`src/acad_pkg.sv`:
```
// Shared types and constants for the associative cache directory.
package acad_pkg;

  // Default number of directory entries.
  localparam int Entries = 16;

  // Field widths; the key and slot widths are fixed by the request and result formats.
  localparam int KeyW  = 64;
  localparam int SlotW = 4;
  localparam int PrioW = 14;

  // Priority given to a freshly written entry.
  localparam logic [PrioW-1:0] TopPriority = 14'd9999;

  // Request action codes.
  localparam logic ActLookup = 1'b0;
  localparam logic ActInsert = 1'b1;

  // Search token handed from cell to cell.
  typedef struct packed {
    logic             live;   // token is present at this stage
    logic             found;  // hit (lookup) or empty slot (insert) already seen
    logic [PrioW-1:0] best;   // lowest priority seen so far (insert)
  } tok_t;

endpackage

```
`src/acad_cell.sv`:
```
// One directory entry: holds valid, key and priority, and advances the search token.
module acad_cell #(
  parameter int ENTRIES  = acad_pkg::Entries,
  parameter int KEY_BITS = acad_pkg::KeyW,
  parameter int IDX      = 0
) (
  input  logic                       clk,
  input  logic                       rst,
  input  acad_pkg::tok_t             tok_in,
  input  logic [$clog2(ENTRIES)-1:0] slot_in,
  input  logic                       action,
  input  logic [KEY_BITS-1:0]        key,
  input  logic                       commit,
  input  logic [$clog2(ENTRIES)-1:0] victim,
  output acad_pkg::tok_t             tok_out,
  output logic [$clog2(ENTRIES)-1:0] slot_out
);
  import acad_pkg::*;

  localparam int IdxW = $clog2(ENTRIES);
  localparam logic [IdxW-1:0] MyIdx = IdxW'(IDX);

  logic                valid;
  logic [KEY_BITS-1:0] entry_key;
  logic [PrioW-1:0]    prio;
  tok_t                tok_next;
  logic [IdxW-1:0]     slot_next;

  // Search step: first valid match for a lookup, first empty or lowest
  // priority slot for an insert.
  always_comb begin
    tok_next  = tok_in;
    slot_next = slot_in;
    if (tok_in.live && !tok_in.found) begin
      if (action == ActLookup) begin
        if (valid && entry_key == key) begin
          tok_next.found = 1'b1;
          slot_next      = MyIdx;
        end
      end else if (!valid) begin
        tok_next.found = 1'b1;
        slot_next      = MyIdx;
      end else if (prio < tok_in.best) begin
        tok_next.best = prio;
        slot_next     = MyIdx;
      end
    end
  end

  // Token stage register.
  always_ff @(posedge clk) begin
    if (rst) begin
      tok_out  <= '0;
      slot_out <= '0;
    end else begin
      tok_out  <= tok_next;
      slot_out <= slot_next;
    end
  end

  // Entry update on an insert commit: the victim takes the key, the other
  // valid entries age by one, saturating at zero.
  always_ff @(posedge clk) begin
    if (rst) begin
      valid <= 1'b0;
      prio  <= '0;
    end else if (commit) begin
      if (victim == MyIdx) begin
        valid <= 1'b1;
        prio  <= TopPriority;
      end else if (valid && prio != '0) begin
        prio <= prio - 1'b1;
      end
    end
  end

  // Key storage has no reset; it is only compared while valid.
  always_ff @(posedge clk) begin
    if (commit && victim == MyIdx) begin
      entry_key <= key;
    end
  end

endmodule

```
`src/assoc_cache_directory_aging_replace.sv`:
```
// Fully associative cache directory with aging replacement, built as a chain of entry cells.
// A request is taken in the idle state; its search token then walks the chain one cell per
// cycle, the result is captured at the end of the chain, committed and loaded into the
// output register once that is free, and the block returns to idle for the next request.
// A new request is taken while the previous result still waits in the output register.
// Reset (rst, synchronous, active high) empties every entry and zeroes all priorities.
module assoc_cache_directory_aging_replace #(
  parameter int ENTRIES  = acad_pkg::Entries,
  parameter int KEY_BITS = acad_pkg::KeyW
) (
  input  logic       clk,
  input  logic       rst,
  input  logic       s_tvalid,
  output logic       s_tready,
  input  logic [71:0] s_tdata,   // [0] action, [64:1] key, [71:65] zero
  output logic       m_tvalid,
  input  logic       m_tready,
  output logic [7:0] m_tdata     // [0] hit, [4:1] slot, [7:5] zero
);
  import acad_pkg::*;

  localparam int IdxW = $clog2(ENTRIES);

  typedef enum logic [2:0] {
    ST_IDLE = 3'b001,
    ST_WALK = 3'b010,
    ST_DONE = 3'b100
  } state_t;

  state_t              state;
  logic                act;
  logic [KEY_BITS-1:0] key;
  tok_t                launch;
  tok_t                tok_chain  [ENTRIES+1];
  logic [IdxW-1:0]     slot_chain [ENTRIES+1];
  logic [ENTRIES-1:0]  live_vec;
  logic                res_found;
  logic [IdxW-1:0]     res_slot;
  logic                accept;
  logic                can_load;
  logic                commit;
  logic                hit;
  logic [SlotW-1:0]    slot;

  assign s_tready = (state == ST_IDLE);
  assign accept   = s_tvalid && s_tready;
  assign can_load = !m_tvalid || m_tready;
  assign commit   = (state == ST_DONE) && can_load && (act == ActInsert);

  assign tok_chain[0]  = launch;
  assign slot_chain[0] = '0;

  // Chain of entry cells.
  for (genvar i = 0; i < ENTRIES; i++) begin : g_cell
    acad_cell #(
      .ENTRIES  (ENTRIES),
      .KEY_BITS (KEY_BITS),
      .IDX      (i)
    ) u_cell (
      .clk      (clk),
      .rst      (rst),
      .tok_in   (tok_chain[i]),
      .slot_in  (slot_chain[i]),
      .action   (act),
      .key      (key),
      .commit   (commit),
      .victim   (res_slot),
      .tok_out  (tok_chain[i+1]),
      .slot_out (slot_chain[i+1])
    );
    assign live_vec[i] = tok_chain[i+1].live;
  end

  // Request capture; the key keeps only its low KEY_BITS bits.
  always_ff @(posedge clk) begin
    if (accept) begin
      act <= s_tdata[0];
      key <= s_tdata[KEY_BITS:1];
    end
  end

  // Token launch into the first cell.
  always_ff @(posedge clk) begin
    if (rst) begin
      launch <= '0;
    end else begin
      launch.live  <= accept;
      launch.found <= 1'b0;
      launch.best  <= TopPriority;
    end
  end

  // Sequencer: walk the chain, then commit and hand the result to the output.
  always_ff @(posedge clk) begin
    if (rst) begin
      state <= ST_IDLE;
    end else begin
      case (state)
        ST_IDLE: begin
          if (accept) begin
            state <= ST_WALK;
          end
        end
        ST_WALK: begin
          if (tok_chain[ENTRIES].live) begin
            state <= ST_DONE;
          end
        end
        ST_DONE: begin
          if (can_load) begin
            state <= ST_IDLE;
          end
        end
        default: state <= ST_IDLE;
      endcase
    end
  end

  // Result capture at the end of the chain.
  always_ff @(posedge clk) begin
    if (state == ST_WALK && tok_chain[ENTRIES].live) begin
      res_found <= tok_chain[ENTRIES].found;
      res_slot  <= slot_chain[ENTRIES];
    end
  end

  // Result formatting: inserts report no hit, a lookup miss reports slot zero.
  always_comb begin
    if (act == ActInsert) begin
      hit  = 1'b0;
      slot = SlotW'(res_slot);
    end else begin
      hit  = res_found;
      slot = res_found ? SlotW'(res_slot) : '0;
    end
  end

  // Output register.
  always_ff @(posedge clk) begin
    if (rst) begin
      m_tvalid <= 1'b0;
    end else if (state == ST_DONE && can_load) begin
      m_tvalid <= 1'b1;
    end else if (m_tready) begin
      m_tvalid <= 1'b0;
    end
  end

  always_ff @(posedge clk) begin
    if (state == ST_DONE && can_load) begin
      m_tdata <= {3'b000, slot, hit};
    end
  end

  // Only one search token is ever in the chain.
  a_one_token: assert property (@(posedge clk) disable iff (rst)
    $countones(live_vec) <= 1)
    else $error("more than one search token in the cell chain");

  // The token reaches the end of the chain only during a walk.
  a_end_in_walk: assert property (@(posedge clk) disable iff (rst)
    tok_chain[ENTRIES].live |-> state == ST_WALK)
    else $error("search token left the chain outside a walk");

  // An accepted request launches exactly one token into the chain.
  a_launch: assert property (@(posedge clk) disable iff (rst)
    accept |=> launch.live && state == ST_WALK)
    else $error("accepted request did not launch a search");

endmodule

```
`config.mk`:
```
export PLATFORM = sky130hd
export DESIGN_NAME = assoc_cache_directory_aging_replace
export DESIGN_NICKNAME = d
export VERILOG_FILES = /design/src/acad_pkg.sv /design/src/acad_cell.sv /design/src/assoc_cache_directory_aging_replace.sv
export SDC_FILE = /design/constraint.sdc
export NUM_CORES = 2
export LEC_CHECK = 0
export BUFFER_PORTS_ARGS = -buffer_cell sky130_fd_sc_hd__buf_2
export CAP_MARGIN = 20
export CORE_MARGIN = 5
export CORE_UTILIZATION = 50
export DETAILED_ROUTE_END_ITERATION = 10
export GPL_TIMING_DRIVEN = 0
export PLACE_DENSITY = 0.66
export SLEW_MARGIN = 25
export SYNTH_ARGS = -nofsm -noshare
export SYNTH_HDL_FRONTEND = slang
export SYNTH_SLANG_ARGS = --single-unit
export TNS_END_PERCENT = 1
```
`constraint.sdc`:
```
create_clock -name clk -period 5.1 [get_ports clk]
set_input_delay 1.02 -clock clk [delete_from_list [all_inputs] [get_ports clk]]
set_output_delay 1.02 -clock clk [all_outputs]
set_load 0.02 [all_outputs]
```
### Yosys cells after proc, flatten, opt, wreduce, memory -nomap -nowiden

Index checks and enable logic that the tools add are counted.

* register bits: 1661
* input bits: 76
* output and inout bits: 10

* add/subtract/negate cells: 16
* magnitude comparators: 16
* eq/ne operators: 37
* muxes and demuxes: 227
* bitwise operators: 1
* reductions and logical operators: 154

Operators by type and width (number)
* 14-bit 2-to-1 mux: 81
* 64-bit equality test: 16
* 4-bit 2-to-1 mux: 73
* 15-bit 2-to-1 mux: 16
* 14-bit less-than comparator: 16
* 14-bit nonzero test: 16
* 14-bit by 1-bit subtractor with 14-bit output (second input constant): 16
* 1-bit logical AND: 68
* 2-bit AND reduction: 32
* 1-bit 2-to-1 mux: 53
* 2-bit nonzero test: 17
* 4-bit equality test (second input constant): 8
* 1-bit logical NOT: 17
* 4-bit by 3-bit equality test with 1-bit output (second input constant): 4
* 3-bit 2-to-1 mux: 3
* 3-bit case mux with 3 select lines: 1
* 4-bit by 2-bit equality test with 1-bit output (second input constant): 2
* 4-bit by 1-bit equality test with 1-bit output (second input constant): 1
* 4-bit logical NOT: 1
* 2-bit by 1-bit != test with 1-bit output (second input constant): 2
* 3-bit by 1-bit equality test with 1-bit output (second input constant): 1
* 3-bit by 2-bit equality test with 1-bit output (second input constant): 1
* 3-bit equality test (second input constant): 1
* 3-bit AND reduction: 1
* 4 further kinds: 4

### Longest topological paths before layout

* depth in word-level cells: 5
* depth in mapped cells: 11
* gate-level depth less buffers: 9

### By module

A second synthesis with hierarchy kept.

* cell total of the unflattened synthesis: 6224
* area total of the unflattened synthesis: 75771.4 um^2

Modules (own cells, without submodules)
* acad_cell at g_cell[15].u_cell: instances 1, cells each 416, area an instance 4758.3 um^2, sequential area each 2622.5 um^2
* acad_cell at g_cell[7].u_cell: instances 1, cells each 402, area an instance 4727.0 um^2, sequential area each 2622.5 um^2
* acad_cell at g_cell[13].u_cell: instances 1, cells each 417, area an instance 4700.8 um^2, sequential area each 2622.5 um^2
* acad_cell at g_cell[14].u_cell: instances 1, cells each 417, area an instance 4699.5 um^2, sequential area each 2622.5 um^2
* acad_cell at g_cell[9].u_cell: instances 1, cells each 384, area an instance 4593.2 um^2, sequential area each 2622.5 um^2
* acad_cell at g_cell[10].u_cell: instances 1, cells each 385, area an instance 4588.2 um^2, sequential area each 2622.5 um^2
* acad_cell at g_cell[2].u_cell: instances 1, cells each 380, area an instance 4576.9 um^2, sequential area each 2622.5 um^2
* acad_cell at g_cell[3].u_cell: instances 1, cells each 378, area an instance 4576.9 um^2, sequential area each 2622.5 um^2
* acad_cell at g_cell[8].u_cell: instances 1, cells each 374, area an instance 4569.4 um^2, sequential area each 2622.5 um^2
* acad_cell at g_cell[1].u_cell: instances 1, cells each 385, area an instance 4568.1 um^2, sequential area each 2622.5 um^2
* acad_cell at g_cell[11].u_cell: instances 1, cells each 373, area an instance 4515.6 um^2, sequential area each 2622.5 um^2
* acad_cell at g_cell[12].u_cell: instances 1, cells each 376, area an instance 4505.6 um^2, sequential area each 2622.5 um^2
* acad_cell at g_cell[5].u_cell: instances 1, cells each 362, area an instance 4486.8 um^2, sequential area each 2622.5 um^2
* acad_cell at g_cell[4].u_cell: instances 1, cells each 358, area an instance 4481.8 um^2, sequential area each 2622.5 um^2
* 3 more rows

### Least setup slack after synthesis

Ideal clock, no wire load.

* path type: input to register
* from: input port m_tready
* to: register g_cell[14].u_cell.prio[0]
* library setup time: 0.093 ns
* arrival time: 4.106 ns
* required time: 5.007 ns
* slack: 0.901 ns
* cell stages on the path: 8
* path through: nand2b_1 nand3_1 or2_1 clkbuf_1 inv_2 clkbuf_1 nor3_1 a311oi_1

* longest elaborated chain between the ends: 4

RTL lines
* start: declaration: line assoc_cache_directory_aging_replace.sv:17 `input logic m_tready,`
* 1-bit logical OR: line assoc_cache_directory_aging_replace.sv:47 `assign can_load = !m_tvalid || m_tready;`
* 1-bit logical AND (2 in a row): line assoc_cache_directory_aging_replace.sv:48 `assign commit = (state == ST_DONE) && can_load && (act == ActInsert);`
* 2-bit AND reduction (no line)
* end signal: assignment: line acad_cell.sv:70 `prio <= TopPriority;`
* end signal: assignment: line acad_cell.sv:72 `prio <= prio - 1'b1;`
* end: declaration: line acad_cell.sv:25 `logic [PrioW-1:0] prio;`

No other way between the ends.
A chain may end at the register's enable or synchronous reset.

### Worst setup path after layout

* from: register key[60]
* to: register g_cell[6].u_cell.slot_out[0]

* longest elaborated chain between the ends: 5

RTL lines
* start: declaration: line assoc_cache_directory_aging_replace.sv:32 `logic [KEY_BITS-1:0] key;`
* start signal: assignment: line assoc_cache_directory_aging_replace.sv:78 `key <= s_tdata[KEY_BITS:1];`
* 64-bit equality test: line acad_cell.sv:36 `if (valid && entry_key == key) begin`
* 1-bit logical AND: line acad_cell.sv:36
* 4-bit 2-to-1 mux: line acad_cell.sv:36
* 4-bit 2-to-1 mux: line acad_cell.sv:35 `if (action == ActLookup) begin`
* 4-bit 2-to-1 mux: line acad_cell.sv:34 `if (tok_in.live && !tok_in.found) begin`
* end signal: assignment: line acad_cell.sv:57 `slot_out <= slot_next;`
* end: declaration: line acad_cell.sv:16 `output logic [$clog2(ENTRIES)-1:0] slot_out`

No other way between the ends.

==> impl_metrics.env <==
export IMPL_status="complete, but fails checks"
export IMPL_violations="negative setup slack"
export IMPL_synthDistinctLibCells=95
export IMPL_crit_path_start_kind="flop"
export IMPL_yosysWarnings=0
export IMPL_fmax_ghz=0.191
export IMPL_hp_class="in2reg"
export IMPL_post_dp_cell_area_um2=76700
export IMPL_clk_latency_ns=0.83
export IMPL_final_cells=8142
export IMPL_synthCells=5727
export IMPL_path_clk_slew_ns=0.06
export IMPL_cts_buffers=168
export IMPL_synth_top_area_share_pct=46.1
export IMPL_grt_use_total_pct=32.8
export IMPL_min_to="key[13]$_DFFE_PP_"
export IMPL_synth_flop_cell="edfxtp_1"
export IMPL_maxCapViolations=0
export IMPL_grt_pass1_vias=47500
export IMPL_syn_to_final_growth_pct=15.1
export IMPL_hpwl_um=183000
export IMPL_drt_total_wl_um=254000
export IMPL_synth_edf_count=1099
export IMPL_crit_fanout=10
export IMPL_fillers=11600
export IMPL_max_slew_margin_pct=20.9
export IMPL_drc=0
export IMPL_first_pass_iters=6
export IMPL_htreeDepth=4
export IMPL_slew_violations=0
export IMPL_endpoint_kind="flop"
export IMPL_finalWeightedCongestion=1.01
export IMPL_finClkSkew_ns=0.0488
export IMPL_clk_root_buffer_cell="clkbuf_16"
export IMPL_ant_nets=0
export IMPL_drt_wirelength_per_cell_um=31.2
export IMPL_cts_path_max_buffers=3
export IMPL_die_y_um=388
export IMPL_io_buffers=74
export IMPL_setup_violations=9
export IMPL_synthArstFlopShare_pct=0
export IMPL_yosysMostFrequentCell="edfxtp_1"
export IMPL_vias=49900
export IMPL_post_route_period_util_pct=103
export IMPL_path_class="reg2reg"
export IMPL_holdPathStages=1
export IMPL_cts_sinks=1636
export IMPL_avgSynthCellArea_um2=12.5
export IMPL_rows=138
export IMPL_ys_ff_latch=1636
export IMPL_drive_above_1_share_pct=10.0
export IMPL_r2r_slack_ns=-0.13
export IMPL_synth_common_cells="1099 x edfxtp_1, 661 x xnor2_1, 537 x dfxtp_1"
export IMPL_r2r_worst_path_cells=10
export IMPL_drtIter0Drc=6571
export IMPL_ios=86
export IMPL_antenna_found_initial=28
export IMPL_dp_cells=7821
export IMPL_cp_arrival_ns=5.93
export IMPL_die_area_um2=151000
export IMPL_power_density_nw_per_um2=351
export IMPL_via_per_inst=6.13
export IMPL_overflow=0
export IMPL_total_leakage_power_nw=29.4
export IMPL_stdcell_area_um2=82400
export IMPL_min_period_ns=5.23
export IMPL_reg2reg_from="key[60]$_DFFE_PP_"
export IMPL_start_util_pct=50.4
export IMPL_die_w_um=388
export IMPL_worst_pin_slew_ns=1.18
export IMPL_fin_tns_setup_ns=-0.638
export IMPL_peakVddDrop_mv=0.337
export IMPL_synth_area_um2=71600
export IMPL_finalWorstSetupSlack_ns=-0.135
export IMPL_cp_required_ns=5.79
export IMPL_hold_viol=0
export IMPL_synth_top_cells_by_area="edfxtp_1 46%, dfxtp_1 15%, xnor2_1 8.1%, xor2_1 3.8%, ha_1 3.8%"
export IMPL_reg2reg_to="g_cell[6].u_cell.slot_out[0]$_SDFF_PP0_"
export IMPL_min_from="s_tdata[14]"
export IMPL_rsz0062_at_grt="no"
export IMPL_design_core_area_um2=142000
export IMPL_nNetsFinal=6394
export IMPL_seq_area_frac_synth_pct=61.1
export IMPL_yosysTopAreaCell="edfxtp_1"
export IMPL_cts_tree="built"
export IMPL_grt_max_degree=65
export IMPL_grt_pass1_wl_um=350000
cell usage in the layout (no fill, tap or decap), types with 26 or more instances in the layout:
| cell type | synthesis | routed |
|---|---|---|
| o21ai_0 | 42 | 42 |
| clkbuf_16 | 0 | 174 |
| buf_2 | 58 | 163 |
| o22ai_1 | 51 | 50 |
| a21o_1 | 60 | 60 |
| nand4_1 | 184 | 184 |
| nor4_1 | 140 | 135 |
| inv_1 | 354 | 350 |
| nor3_1 | 128 | 128 |
| o2bb2ai_1 | 30 | 30 |
| mux2i_1 | 184 | 184 |
| xnor2_1 | 661 | 661 |
| clkinv_2 | 0 | 28 |
| clkbuf_1 | 127 | 144 |
| xor2_1 | 313 | 313 |
| edfxtp_1 | 1099 | 1099 |
| a211oi_1 | 26 | 26 |
| nor2_1 | 407 | 407 |
| nand3_1 | 74 | 74 |
| a21oi_1 | 228 | 228 |
| nor2b_1 | 77 | 77 |
| a22o_1 | 34 | 34 |
| ha_1 | 218 | 218 |
| o2111ai_1 | 40 | 40 |
| clkinv_1 | 9 | 38 |
| a311oi_1 | 29 | 29 |
| buf_8 | 0 | 96 |
| nand2b_1 | 107 | 107 |
| dfxtp_1 | 537 | 537 |
| nand2_1 | 138 | 138 |
logic make-up after synthesis:
kind of cell | after synthesis | share of synthesized area (%)
compound gates | 708 | 6.97
xor+xnor | 974 | 11.9
fa+ha+maj | 218 | 3.81
buf+inv | 603 | 3.31
flops | 1636 | 61.1
mux | 184 | 2.57
other cells | 1 | 0.00524
simple gates | 1403 | 10.3
timing repair:
| action | CTS | global route |
|---|---|---|
| resized for setup | 3 | 6 |
| setup endpoints to repair | 7 | 10 |
| hold buffers | 0 | 0 |
| setup buffers | 0 | 0 |
| gates cloned | 0 | 0 |
area by class of cell:
class / instances / area (um^2) / area share (%)
repair buffers: 202 / 2590 / 3.15
inverters: 374 / 1440 / 1.75
flip-flops and latches: 1636 / 43800 / 53.1
plain buffers: 228 / 1040 / 1.26
clock buffers: 220 / 4630 / 5.62
well taps: 1890 / 2360 / 2.87
multi-input cells: 3490 / 25500 / 31.0
diodes: 11 / 27.5 / 0.0334
clock inverters: 91 / 1000 / 1.22
power by group:
| part | leakage [nW] | total, mW | switching (mW) | internal (mW) |
|---|---|---|---|---|
| clock | 2.74 | 12.6 | 5.43 | 7.17 |
| sequential | 14.2 | 14.4 | 0.152 | 14.2 |
| combinational | 12.5 | 1.93 | 1.37 | 0.559 |
critical path: stages, from the launching register on:
cell and delay, ns:
edfxtp_1 0.87, buf_16 0.25, clkbuf_1 0.69, buf_2 0.77, xnor2_1 0.19, nand4_1 0.26
nor4_1 0.93, nand4_1 0.21, o22ai_1 0.41, a21oi_1 0.24, and3_1 0.25
worst max path at each step:
| stage | end | slack (ns) | startpoint |
|---|---|---|---|
| after detailed placement | g_cell[12].u_cell.slot_out[1]$_SDFF_PP0_ | -0.14 | key[38]$_DFFE_PP_ |
| after global placement | g_cell[7].u_cell.slot_out[0]$_SDFF_PP0_ | -1.42 | key[59]$_DFFE_PP_ |
| final | g_cell[6].u_cell.slot_out[0]$_SDFF_PP0_ | -0.13 | key[60]$_DFFE_PP_ |
| after CTS | g_cell[14].u_cell.slot_out[0]$_SDFF_PP0_ | 0.07 | key[22]$_DFFE_PP_ |
| after floorplan | g_cell[14].u_cell.prio[0]$_SDFFE_PP0P_ | 0.90 | m_tready |
| after global routing | g_cell[7].u_cell.slot_out[0]$_SDFF_PP0_ | 0.07 | key[59]$_DFFE_PP_ |
routing by layer:
metal | global-route usage, % | vias to the layer above | part of all wire, %
met5 | 0 | - | 0.050
met4 | 20.6 | 12 | 8.0
met3 | 8.14 | 841 | 11
met2 | 51.7 | 3060 | 45
met1 | 40.8 | 24500 | 36
li1 | - | 21400 | -
state kept, by name, indices dropped and copies added, names as in the netlist, 2 cells and up:
signal and count:
key 64, state 3, g_cell.u_cell.slot_out 49, g_cell.u_cell.tok_out 242, g_cell.u_cell.valid 16, launch 2, g_cell.u_cell.entry_key 1024, g_cell.u_cell.prio 224
res_slot 4, m_tdata 5
metrics by stage:
step	setup WS (ns)	hold WS (ns)	total power, mW	utilization, %
4_1_cts	0.0686	0.322	28.9	58.0
3_3_place_gp	-1.42	0.387	16.3	52.4
2_1_floorplan	0.901	0.386	15.4	-
5_1_grt	0.0662	0.339	29.5	58.0
3_5_place_dp	-0.137	0.389	16.5	54.0
6_report	-0.135	0.362	28.9	58.0
Power figures use the tool's default switching activity.
